### src/hdl/lrc_pkg.sv
// ----------------------------------------------------------------------------
// lrc_pkg
// Shared constants, codes and types of the LIFO replacement cache.
// ----------------------------------------------------------------------------
package lrc_pkg;

  // Storage geometry
  localparam int unsigned ENTRIES    = 16;
  localparam int unsigned KEY_BITS   = 16;
  localparam int unsigned VALUE_BITS = 16;
  localparam int unsigned IDX_W      = (ENTRIES > 1) ? $clog2(ENTRIES) : 1;
  localparam int unsigned FILL_W     = $clog2(ENTRIES + 1);

  // Port field widths
  localparam int unsigned KEY_W   = 16;
  localparam int unsigned VAL_W   = 16;
  localparam int unsigned CAP_W   = 5;
  localparam int unsigned CNT_W   = 32;
  localparam int unsigned LEVEL_W = 5;

  localparam logic [CAP_W-1:0] CAP_RESET = CAP_W'(ENTRIES);

  typedef enum logic {
    OP_GET = 1'b0,
    OP_PUT = 1'b1
  } op_e;

  typedef enum logic [2:0] {
    ST_IDLE   = 3'b001,
    ST_SCAN   = 3'b010,
    ST_FINISH = 3'b100
  } state_e;

  // One-cycle statistics update request
  typedef struct packed {
    logic hit;
    logic miss;
    logic evict;
  } stat_evt_t;

endpackage

### src/hdl/lrc_if.sv
// ----------------------------------------------------------------------------
// lrc_if
// Request and response channels of the LIFO replacement cache.
// ----------------------------------------------------------------------------
interface lrc_req_if;
  logic        valid;
  logic        ready;
  logic        op;
  logic [15:0] key;
  logic [15:0] value_in;

  modport source (output valid, output op, output key, output value_in, input ready);
  modport sink   (input valid, input op, input key, input value_in, output ready);
endinterface

interface lrc_rsp_if;
  logic        valid;
  logic        ready;
  logic        found;
  logic [15:0] value_out;
  logic        evicted;
  logic [31:0] hit_total;
  logic [31:0] miss_total;
  logic [31:0] eviction_total;
  logic [4:0]  fill_level;

  modport source (output valid, output found, output value_out, output evicted,
                  output hit_total, output miss_total, output eviction_total,
                  output fill_level, input ready);
  modport sink   (input valid, input found, input value_out, input evicted,
                  input hit_total, input miss_total, input eviction_total,
                  input fill_level, output ready);
endinterface

### src/hdl/lrc_ram.sv
// ----------------------------------------------------------------------------
// lrc_ram
// Simple dual-port RAM: one write port, one read port, registered read data.
// ----------------------------------------------------------------------------
module lrc_ram #(
  parameter int unsigned WIDTH = 16,
  parameter int unsigned DEPTH = 16,
  parameter int unsigned AW    = (DEPTH > 1) ? $clog2(DEPTH) : 1
) (
  input  logic                  clk_i,
  input  logic                  we_i,
  input  logic [AW-1:0]         waddr_i,
  input  logic [WIDTH-1:0]      wdata_i,
  input  logic                  re_i,
  input  logic [AW-1:0]         raddr_i,
  output logic [WIDTH-1:0]      rdata_o
);
  logic [WIDTH-1:0] mem [DEPTH];

  always_ff @(posedge clk_i) begin
    if (we_i) begin
      mem[waddr_i] <= wdata_i;
    end
  end

  always_ff @(posedge clk_i) begin
    if (re_i) begin
      rdata_o <= mem[raddr_i];
    end
  end
endmodule

### src/hdl/lrc_stats.sv
// ----------------------------------------------------------------------------
// lrc_stats
// Saturating hit, miss and eviction counters.
// ----------------------------------------------------------------------------
module lrc_stats
  import lrc_pkg::*;
(
  input  logic             clk_i,
  input  logic             rst_ni,
  input  stat_evt_t        evt_i,
  output logic [CNT_W-1:0] hit_total_o,
  output logic [CNT_W-1:0] miss_total_o,
  output logic [CNT_W-1:0] eviction_total_o
);
  logic [CNT_W-1:0] hit_q, hit_d;
  logic [CNT_W-1:0] miss_q, miss_d;
  logic [CNT_W-1:0] evict_q, evict_d;

  // hold at all-ones once reached
  always_comb begin
    hit_d   = (evt_i.hit   && !(&hit_q))   ? hit_q   + CNT_W'(1) : hit_q;
    miss_d  = (evt_i.miss  && !(&miss_q))  ? miss_q  + CNT_W'(1) : miss_q;
    evict_d = (evt_i.evict && !(&evict_q)) ? evict_q + CNT_W'(1) : evict_q;
  end

  always_ff @(posedge clk_i or negedge rst_ni) begin
    if (!rst_ni) begin
      hit_q   <= '0;
      miss_q  <= '0;
      evict_q <= '0;
    end else begin
      hit_q   <= hit_d;
      miss_q  <= miss_d;
      evict_q <= evict_d;
    end
  end

  assign hit_total_o      = hit_q;
  assign miss_total_o     = miss_q;
  assign eviction_total_o = evict_q;
endmodule

### src/hdl/lifo_replacement_cache.sv
// Sequence: an empty cache goes from IDLE straight to FINISH; otherwise SCAN
//   compares the stored keys up to and including the first match (at most 16),
//   then FINISH loads the result register once the previous result has left.
// Throughput: one transaction at a time; the key scan reads one entry per cycle
//   from the key and value RAMs, which sets the rate.
// Reset: rst_ni clears fill level, counters and handshake state at once; the
//   capacity register returns to 16. Store contents are not cleared.
// ----------------------------------------------------------------------------
// lifo_replacement_cache
// Fully associative key/value cache with LIFO replacement. Keys and values
// live in two synchronous RAMs that are scanned from slot 0 upward.
// ----------------------------------------------------------------------------
module lifo_replacement_cache
  import lrc_pkg::*;
(
  input  logic             clk_i,
  input  logic             rst_ni,
  input  logic             cfg_we_i,
  input  logic [CAP_W-1:0] cfg_wdata_i,
  lrc_req_if.sink          req_i,
  lrc_rsp_if.source        rsp_o
);

  // --------------------------------------------------------------------------
  // State
  // --------------------------------------------------------------------------
  state_e                  state_q;
  logic [FILL_W-1:0]       fill_q;
  logic [CAP_W-1:0]        cap_q;
  logic                    out_valid_q;

  // Per-transaction payload (no reset needed)
  logic                    op_q;
  logic [KEY_BITS-1:0]     key_q;
  logic [VALUE_BITS-1:0]   val_q;
  logic [IDX_W-1:0]        idx_q;
  logic                    found_q;
  logic [IDX_W-1:0]        hit_idx_q;
  logic [VALUE_BITS-1:0]   hit_val_q;
  logic                    out_found_q;
  logic [VAL_W-1:0]        out_value_q;
  logic                    out_evicted_q;

  // --------------------------------------------------------------------------
  // Control signals
  // --------------------------------------------------------------------------
  logic                    accept;
  logic                    out_free;
  logic                    fin_go;
  logic                    last_idx;
  logic                    match;
  logic                    full;
  logic [CAP_W-1:0]        eff_cap;
  logic                    is_put;
  logic                    do_evict;
  logic                    do_append;

  logic                    rd_en;
  logic [IDX_W-1:0]        rd_addr;
  logic                    key_we;
  logic                    val_we;
  logic [IDX_W-1:0]        wr_addr;
  logic [KEY_BITS-1:0]     key_rdata;
  logic [VALUE_BITS-1:0]   val_rdata;
  stat_evt_t               evt;

  assign req_i.ready = (state_q == ST_IDLE);
  assign accept      = req_i.valid && req_i.ready;

  // The result register frees up when empty or when its transaction leaves now.
  assign out_free = !out_valid_q || rsp_o.ready;
  assign fin_go   = (state_q == ST_FINISH) && out_free;

  // Effective capacity: zero behaves as one, anything above the store as full size.
  always_comb begin
    eff_cap = cap_q;
    if (cap_q == '0) begin
      eff_cap = CAP_W'(1);
    end else if (cap_q > CAP_W'(ENTRIES)) begin
      eff_cap = CAP_W'(ENTRIES);
    end
  end

  // Fill level at or above capacity counts as full, also after capacity is lowered.
  assign full = (CAP_W'(fill_q) >= eff_cap);

  assign last_idx = ((FILL_W'(idx_q) + FILL_W'(1)) == fill_q);
  assign match    = (key_rdata == key_q);

  // --------------------------------------------------------------------------
  // RAM access: read slot 0 on accept, then read ahead one slot per scan cycle.
  // Writes happen only in FINISH, when no read is in flight.
  // --------------------------------------------------------------------------
  assign rd_en   = accept || (state_q == ST_SCAN);
  assign rd_addr = accept ? '0 : idx_q + IDX_W'(1);

  assign is_put    = (op_q == OP_PUT);
  assign do_evict  = is_put && !found_q && full;
  assign do_append = is_put && !found_q && !full;

  assign val_we  = fin_go && is_put;
  assign key_we  = fin_go && is_put && !found_q;

  always_comb begin
    if (found_q) begin
      wr_addr = hit_idx_q;
    end else if (full) begin
      // replace the most recently filled slot
      wr_addr = IDX_W'(fill_q - FILL_W'(1));
    end else begin
      wr_addr = IDX_W'(fill_q);
    end
  end

  lrc_ram #(
    .WIDTH (KEY_BITS),
    .DEPTH (ENTRIES)
  ) u_key_ram (
    .clk_i   (clk_i),
    .we_i    (key_we),
    .waddr_i (wr_addr),
    .wdata_i (key_q),
    .re_i    (rd_en),
    .raddr_i (rd_addr),
    .rdata_o (key_rdata)
  );

  lrc_ram #(
    .WIDTH (VALUE_BITS),
    .DEPTH (ENTRIES)
  ) u_val_ram (
    .clk_i   (clk_i),
    .we_i    (val_we),
    .waddr_i (wr_addr),
    .wdata_i (val_q),
    .re_i    (rd_en),
    .raddr_i (rd_addr),
    .rdata_o (val_rdata)
  );

  // --------------------------------------------------------------------------
  // Statistics: update once per transaction, when its result is loaded.
  // --------------------------------------------------------------------------
  always_comb begin
    evt.hit   = fin_go && !is_put && found_q;
    evt.miss  = fin_go && !is_put && !found_q;
    evt.evict = fin_go && do_evict;
  end

  lrc_stats u_stats (
    .clk_i            (clk_i),
    .rst_ni           (rst_ni),
    .evt_i            (evt),
    .hit_total_o      (rsp_o.hit_total),
    .miss_total_o     (rsp_o.miss_total),
    .eviction_total_o (rsp_o.eviction_total)
  );

  // --------------------------------------------------------------------------
  // Control registers
  // --------------------------------------------------------------------------
  always_ff @(posedge clk_i or negedge rst_ni) begin
    if (!rst_ni) begin
      state_q     <= ST_IDLE;
      fill_q      <= '0;
      cap_q       <= CAP_RESET;
      out_valid_q <= 1'b0;
    end else begin
      if (cfg_we_i) begin
        cap_q <= cfg_wdata_i;
      end

      if (fin_go) begin
        out_valid_q <= 1'b1;
      end else if (rsp_o.ready) begin
        out_valid_q <= 1'b0;
      end

      if (fin_go && do_append) begin
        fill_q <= fill_q + FILL_W'(1);
      end

      unique case (state_q)
        ST_IDLE: begin
          if (accept) begin
            // empty store: nothing to compare
            state_q <= (fill_q == '0) ? ST_FINISH : ST_SCAN;
          end
        end
        ST_SCAN: begin
          if (match || last_idx) begin
            state_q <= ST_FINISH;
          end
        end
        ST_FINISH: begin
          if (fin_go) begin
            state_q <= ST_IDLE;
          end
        end
        default: begin
          state_q <= ST_IDLE;
        end
      endcase
    end
  end

  // --------------------------------------------------------------------------
  // Payload registers
  // --------------------------------------------------------------------------
  always_ff @(posedge clk_i) begin
    if (accept) begin
      op_q    <= req_i.op;
      key_q   <= req_i.key[KEY_BITS-1:0];
      val_q   <= req_i.value_in[VALUE_BITS-1:0];
      idx_q   <= '0;
      found_q <= 1'b0;
    end else if (state_q == ST_SCAN) begin
      if (match) begin
        found_q   <= 1'b1;
        hit_idx_q <= idx_q;
        hit_val_q <= val_rdata;
      end else begin
        idx_q <= idx_q + IDX_W'(1);
      end
    end

    if (fin_go) begin
      out_found_q   <= found_q;
      out_value_q   <= (!is_put && found_q) ? VAL_W'(hit_val_q) : '0;
      out_evicted_q <= do_evict;
    end
  end

  // Counters and fill level only move on a result load, which waits for the
  // previous result to leave, so the live values belong to the shown result.
  assign rsp_o.valid      = out_valid_q;
  assign rsp_o.found      = out_found_q;
  assign rsp_o.value_out  = out_value_q;
  assign rsp_o.evicted    = out_evicted_q;
  assign rsp_o.fill_level = LEVEL_W'(fill_q);

  // --------------------------------------------------------------------------
  // Assertions
  // --------------------------------------------------------------------------
  a_fill_bound: assert property (@(posedge clk_i) disable iff (!rst_ni)
    fill_q <= FILL_W'(ENTRIES))
    else $error("fill level exceeds store size");

  a_scan_in_range: assert property (@(posedge clk_i) disable iff (!rst_ni)
    (state_q == ST_SCAN) |-> (FILL_W'(idx_q) < fill_q))
    else $error("scan index beyond fill level");

  a_fill_step: assert property (@(posedge clk_i) disable iff (!rst_ni)
    ##1 ((fill_q >= $past(fill_q)) && (fill_q <= $past(fill_q) + FILL_W'(1))))
    else $error("fill level moved by more than one or decreased");

  a_found_not_evicted: assert property (@(posedge clk_i) disable iff (!rst_ni)
    rsp_o.valid |-> !(rsp_o.found && rsp_o.evicted))
    else $error("result marks both found and evicted");

endmodule
### src/flat_wrapper.sv
// flat-port wrapper written by rule: the top's interface ports become plain ports
module lifo_replacement_cache_flat import lrc_pkg::*;
  (clk_i, rst_ni, cfg_we_i, cfg_wdata_i, req_i_valid, req_i_op, req_i_key, req_i_value_in, req_i_ready, rsp_o_valid, rsp_o_found, rsp_o_value_out, rsp_o_evicted, rsp_o_hit_total, rsp_o_miss_total, rsp_o_eviction_total, rsp_o_fill_level, rsp_o_ready);
  lrc_req_if req_i_i ();
  lrc_rsp_if rsp_o_i ();
  input  logic clk_i;
  input  logic rst_ni;
  input  logic cfg_we_i;
  input  logic [CAP_W-1:0] cfg_wdata_i;
  input wire logic [$bits(req_i_i.valid)-1:0] req_i_valid;
  input wire logic [$bits(req_i_i.op)-1:0] req_i_op;
  input wire logic [$bits(req_i_i.key)-1:0] req_i_key;
  input wire logic [$bits(req_i_i.value_in)-1:0] req_i_value_in;
  output wire logic [$bits(req_i_i.ready)-1:0] req_i_ready;
  output wire logic [$bits(rsp_o_i.valid)-1:0] rsp_o_valid;
  output wire logic [$bits(rsp_o_i.found)-1:0] rsp_o_found;
  output wire logic [$bits(rsp_o_i.value_out)-1:0] rsp_o_value_out;
  output wire logic [$bits(rsp_o_i.evicted)-1:0] rsp_o_evicted;
  output wire logic [$bits(rsp_o_i.hit_total)-1:0] rsp_o_hit_total;
  output wire logic [$bits(rsp_o_i.miss_total)-1:0] rsp_o_miss_total;
  output wire logic [$bits(rsp_o_i.eviction_total)-1:0] rsp_o_eviction_total;
  output wire logic [$bits(rsp_o_i.fill_level)-1:0] rsp_o_fill_level;
  input wire logic [$bits(rsp_o_i.ready)-1:0] rsp_o_ready;
  assign req_i_i.valid = req_i_valid;
  assign req_i_i.op = req_i_op;
  assign req_i_i.key = req_i_key;
  assign req_i_i.value_in = req_i_value_in;
  assign req_i_ready = req_i_i.ready;
  assign rsp_o_valid = rsp_o_i.valid;
  assign rsp_o_found = rsp_o_i.found;
  assign rsp_o_value_out = rsp_o_i.value_out;
  assign rsp_o_evicted = rsp_o_i.evicted;
  assign rsp_o_hit_total = rsp_o_i.hit_total;
  assign rsp_o_miss_total = rsp_o_i.miss_total;
  assign rsp_o_eviction_total = rsp_o_i.eviction_total;
  assign rsp_o_fill_level = rsp_o_i.fill_level;
  assign rsp_o_i.ready = rsp_o_ready;
  lifo_replacement_cache u_core (.clk_i(clk_i), .rst_ni(rst_ni), .cfg_we_i(cfg_we_i), .cfg_wdata_i(cfg_wdata_i), .req_i(req_i_i), .rsp_o(rsp_o_i));
endmodule
### config.mk
export PLATFORM = sky130hd
export DESIGN_NAME = lifo_replacement_cache_flat
export DESIGN_NICKNAME = d
export VERILOG_FILES = /design/src/hdl/lrc_pkg.sv /design/src/hdl/lrc_if.sv /design/src/hdl/lrc_ram.sv /design/src/hdl/lrc_stats.sv /design/src/hdl/lifo_replacement_cache.sv /design/src/flat_wrapper.sv
export SDC_FILE = /design/constraint.sdc
export NUM_CORES = 1
export LEC_CHECK = 0
export BUFFER_PORTS_ARGS = -buffer_cell sky130_fd_sc_hd__buf_4
export CAP_MARGIN = 10
export CORE_MARGIN = 10
export CORE_UTILIZATION = 65
export CTS_CLUSTER_DIAMETER = 200
export DETAILED_ROUTE_END_ITERATION = 7
export HOLD_SLACK_MARGIN = 0.15
export PLACE_DENSITY = 0.84
export SYNTH_ARGS = -nofsm -noshare
export SYNTH_HDL_FRONTEND = slang
export SYNTH_SLANG_ARGS = --single-unit
### constraint.sdc
create_clock -name clk_i -period 4.7 [get_ports clk_i]
set_input_delay 0.94 -clock clk_i [delete_from_list [all_inputs] [get_ports clk_i]]
set_output_delay 0.94 -clock clk_i [all_outputs]
set_load 0.005 [all_outputs]
==> impl_results.md <==
- Pre-CTS WS: 0.901 ns
- Worst-Skew Late Latency: 0.60 ns
- Worst Hold Class: flop to flop
- Switch Pwr: 0.00428 W
- PD cells: 474 nW/µm²
- Min Tclk post-route: 3.69 ns
- Drc violations: 0
- Clock root cell: clkbuf_16
- Cell with the most instances after synthesis: edfxtp_1
- RSZ-0062 raised after global routing: no
- Critical Path End Type: flop
- Setup violators final: 0
- Skew final: 0.0155 ns
- Area of the core: 44,300 µm²
- Resize count post-CTS: 0
- Seq/Total Area, Yosys: 73.0%
- Synth Cell Area: 29,200 µm²
- Max Freq: 271 MHz
- Yosys reg bits: 730
- Worst path cell trace: inv_1, ha_1, a21oi_1, o21ai_0, mux2i_1, nand3_1, nor2_1, buf_4
- Synth Area per Inst: 14.5 µm²
- Largest net degree at the start of global routing: 80
- Share of cells above drive strength 1: 15.7%
- Post-DP HPWL: 41.1 mm
- Final hold vios: 0
- Bufs and invs on worst path: 2
- Htree depth: 3
- Synth unique cells: 65
- Routed WL: 68.3 mm
- DIE AREA: 53,800 µm²
- Post-synthesis simple-gate area fraction: 12.1%
- Main combinational cell family by area after synthesis: simple AND/OR/NAND/NOR gates
- Final TNS setup: 0 ns
- Cells after Synth: 2,009
- CTS sink cnt: 730
- Final Max Tran Viols: 0
- GRT Overall Usage: 25.2%
- Critical path arrival: 3.96 ns
- Layout Area Growth over Synthesis: 15.0%
- CP delay by family, top: compound AO/OA/AOI/OAI gates
- Critical path peak fanout: 16
- Initial antenna violation count: 0
- Antenna viol nets, final: 0
- DR WL/cell: 23.9 µm
- Post-Synth Adder-Cell Area: 0.514%
- Top FF cell, synth: edfxtp_1
- Sequential Power Share: 51.7%
- Die height: 232 µm
- Logic pwr share: 14.4%
- Grt ovf: 0
- GPL Wtd Cong: 0.874
- # rows: 77
- Global-route wire length before repair: 105 mm
- # nets final: 2,272
- Via/cell ratio: 6.37
- IO Pins: 164
- Synth area leaders: edfxtp_1 (63%), dfrtp_1 (9.2%), mux2i_1 (5.5%)
- Startpoint Class: flop
- YS warnings: 0
- Chip width: 232 µm
- Clock transition at path regs: 0.06 ns
- Clock tree buffer depth: 3
- CTS Buf Count: 71
- Peak supply drop: 393 µV
- Initial DRC count: 2,559
- Vias in the first global route: 18.3k
- Number of flops mapped to enable cells by yosys: 615
- Multiplexer area fraction after synthesis: 5.86%
- Vias: 18.2k
- Cell taking the most area after synthesis: edfxtp_1
- Pre-Repair DR Iteration Count: 6
- CTS Hold Bufs: 0
- Final Cycle Share: 78.5%
- Clock power share: 33.9%
- I/O Buffers: 163
- Cell-internal power: 0.0117 W
- Min setup slack post-route: 1.01 ns
- Worst EP required: 4.97 ns
- Synth top area share: 63.2%
- Status: finished clean
- Post-CTS setup buffers: 0
- Core Util, Final: 75.8%
- ANT cells: 0
- Synth Area in Compound Gates: 3.58%
- CTS tree: built
- Worst Tran Pin Value: 1.02 ns
- Max-cap violation count: 0
- Worst rel slew slack: 31.7%
- Starting Density: 65.9%
- Slowest cell on crit path: a21oi_1
- Switching share of power: 26.8%
- Xor/xnor cell area share of the yosys netlist: 3.60%
- Ys async rst share: 15.1%
- Post-Syn Nets: 2,064
- Leakage dissipation: 12.0 nW
- Setup CP Type: flop to flop
- Max stage delay on crit path: 0.67 ns
- Post-synth top cells: edfxtp_1 (615), nand2_1 (255), nand3_1 (202)
[worst register-to-register path: stages, from the launching register on]
cell and delay, ns:
dfstp_2 0.53, inv_1 0.08, ha_1 0.33, a21oi_1 0.67, o21ai_0 0.43, mux2i_1 0.50, nand3_1 0.29, nor2_1 0.20
buf_4 0.32
[metrics by stage]
step | instances | hold WS (ns) | area (µm²) | total power, W
finish | 2862 | 0.419 | 33600 | 0.0159
global route | 2862 | 0.434 | 33600 | 0.0165
CTS | 2862 | 0.420 | 33600 | 0.0159
detailed placement | 2736 | 0.407 | 31400 | 0.0106
global placement | 2736 | 0.407 | 31400 | 0.0105
floorplan | 2009 | 0.400 | 29200 | 0.00994
[metal layers]
layer  share of wire, %  vias up  GRT usage (%)
met5                  0        -              0
met4                3.5        0           10.7
met1                 38     8851           33.5
met2                 47     1189           39.5
li1                   -     7982              -
met3                 12      205           5.94
[placed cells by master (no fill, tap or decap), types with 3 or more instances in the layout]
| cell type | netlist | routed |
|---|---|---|
| nor3_1 | 20 | 19 |
| buf_4 | 0 | 220 |
| and3_1 | 15 | 15 |
| o211ai_1 | 4 | 4 |
| mux2i_1 | 162 | 162 |
| or3_1 | 6 | 6 |
| ha_1 | 12 | 12 |
| bufinv_16 | 0 | 5 |
| nor3b_1 | 3 | 3 |
| clkbuf_16 | 0 | 71 |
| nor2_1 | 77 | 72 |
| nor2_2 | 3 | 6 |
| buf_12 | 0 | 4 |
| o21ai_0 | 38 | 38 |
| nand2b_1 | 8 | 8 |
| dfxtp_1 | 5 | 4 |
| mux2_2 | 8 | 8 |
| nand3_1 | 202 | 202 |
| dfrtp_1 | 108 | 108 |
| nor2b_1 | 7 | 7 |
| edfxtp_1 | 615 | 615 |
| a21oi_1 | 11 | 10 |
| clkinv_2 | 0 | 9 |
| nor4_1 | 12 | 12 |
| o22a_1 | 31 | 31 |
| nand4_1 | 69 | 69 |
| inv_1 | 14 | 14 |
| and3_2 | 3 | 3 |
| inv_6 | 0 | 8 |
| o221ai_1 | 33 | 33 |
| nor4b_1 | 3 | 3 |
| clkbuf_1 | 76 | 16 |
| and2_1 | 25 | 25 |
| xnor2_1 | 61 | 61 |
| nand2_1 | 255 | 253 |
| xor2_1 | 59 | 58 |
| and4_1 | 11 | 11 |
| o22ai_1 | 3 | 3 |
| clkinv_1 | 1 | 16 |
[flip-flops by register name (all words and copies together), names as in the netlist, 3 cells and up]
signal / cells
u_core.u_key_ram.rdata_o: 16
u_core.u_stats.eviction_total_o: 32
u_core.u_val_ram.rdata_o: 16
u_core.rsp_o.value_out: 16
u_core.hit_idx_q: 4
u_core.idx_q: 4
u_core.val_q: 16
u_core.rsp_o.fill_level: 5
u_core.u_val_ram.mem: 256
u_core.hit_val_q: 16
u_core.cap_q: 5
u_core.u_stats.miss_total_o: 32
u_core.state_q: 3
u_core.u_stats.hit_total_o: 32
u_core.key_q: 16
u_core.u_key_ram.mem: 256
[cell type report]
class                   instances  area [µm²]
clock buffers                  88        1850
clock inverters                38         329
fillers                      2583       10700
inverters                      16        60.1
multi-input cells            1174        7570
flip-flops and latches        730       21300
well taps                     592         741
repair buffers                224        1730
[power by group through the flow]
stage	logic, W	clock network, W	registers [W]
global route	0.00248	0.00571	0.00829
global placement	0.00216	0	0.00832
detailed placement	0.00224	0	0.00835
finish	0.00229	0.00540	0.00824
CTS	0.00227	0.00545	0.00822
floorplan	0.00185	0	0.00809
[final timing paths]
kind	slack (ns)	end	start	depth (start not counted)
max	1.01	u_core.u_key_ram.mem[2][10]	u_core.cap_q[4]	8
min	0.42	u_core.hit_val_q[14]	u_core.u_val_ram.rdata_o[14]	0
max reg2reg	1.01	u_core.u_key_ram.mem[2][10]	u_core.cap_q[4]	8
min reg2reg	0.42	u_core.hit_val_q[14]	u_core.u_val_ram.rdata_o[14]	0
max in group asynchronous	3.20	u_core.u_stats.hit_total_o[0]	rst_ni	2
min in group asynchronous	0.50	u_core.u_stats.eviction_total_o[20]	rst_ni	1
[cell families (layout without fill, tap and decap cells)]
logic type	count (synthesis)	after routing
compound gates	141	141
xor+xnor	120	120
fa+ha+maj	12	12
buf+inv	105	366
flops	730	730
mux	170	170
simple gates	731	731
Note: power is estimated with default switching activity, not from simulation.
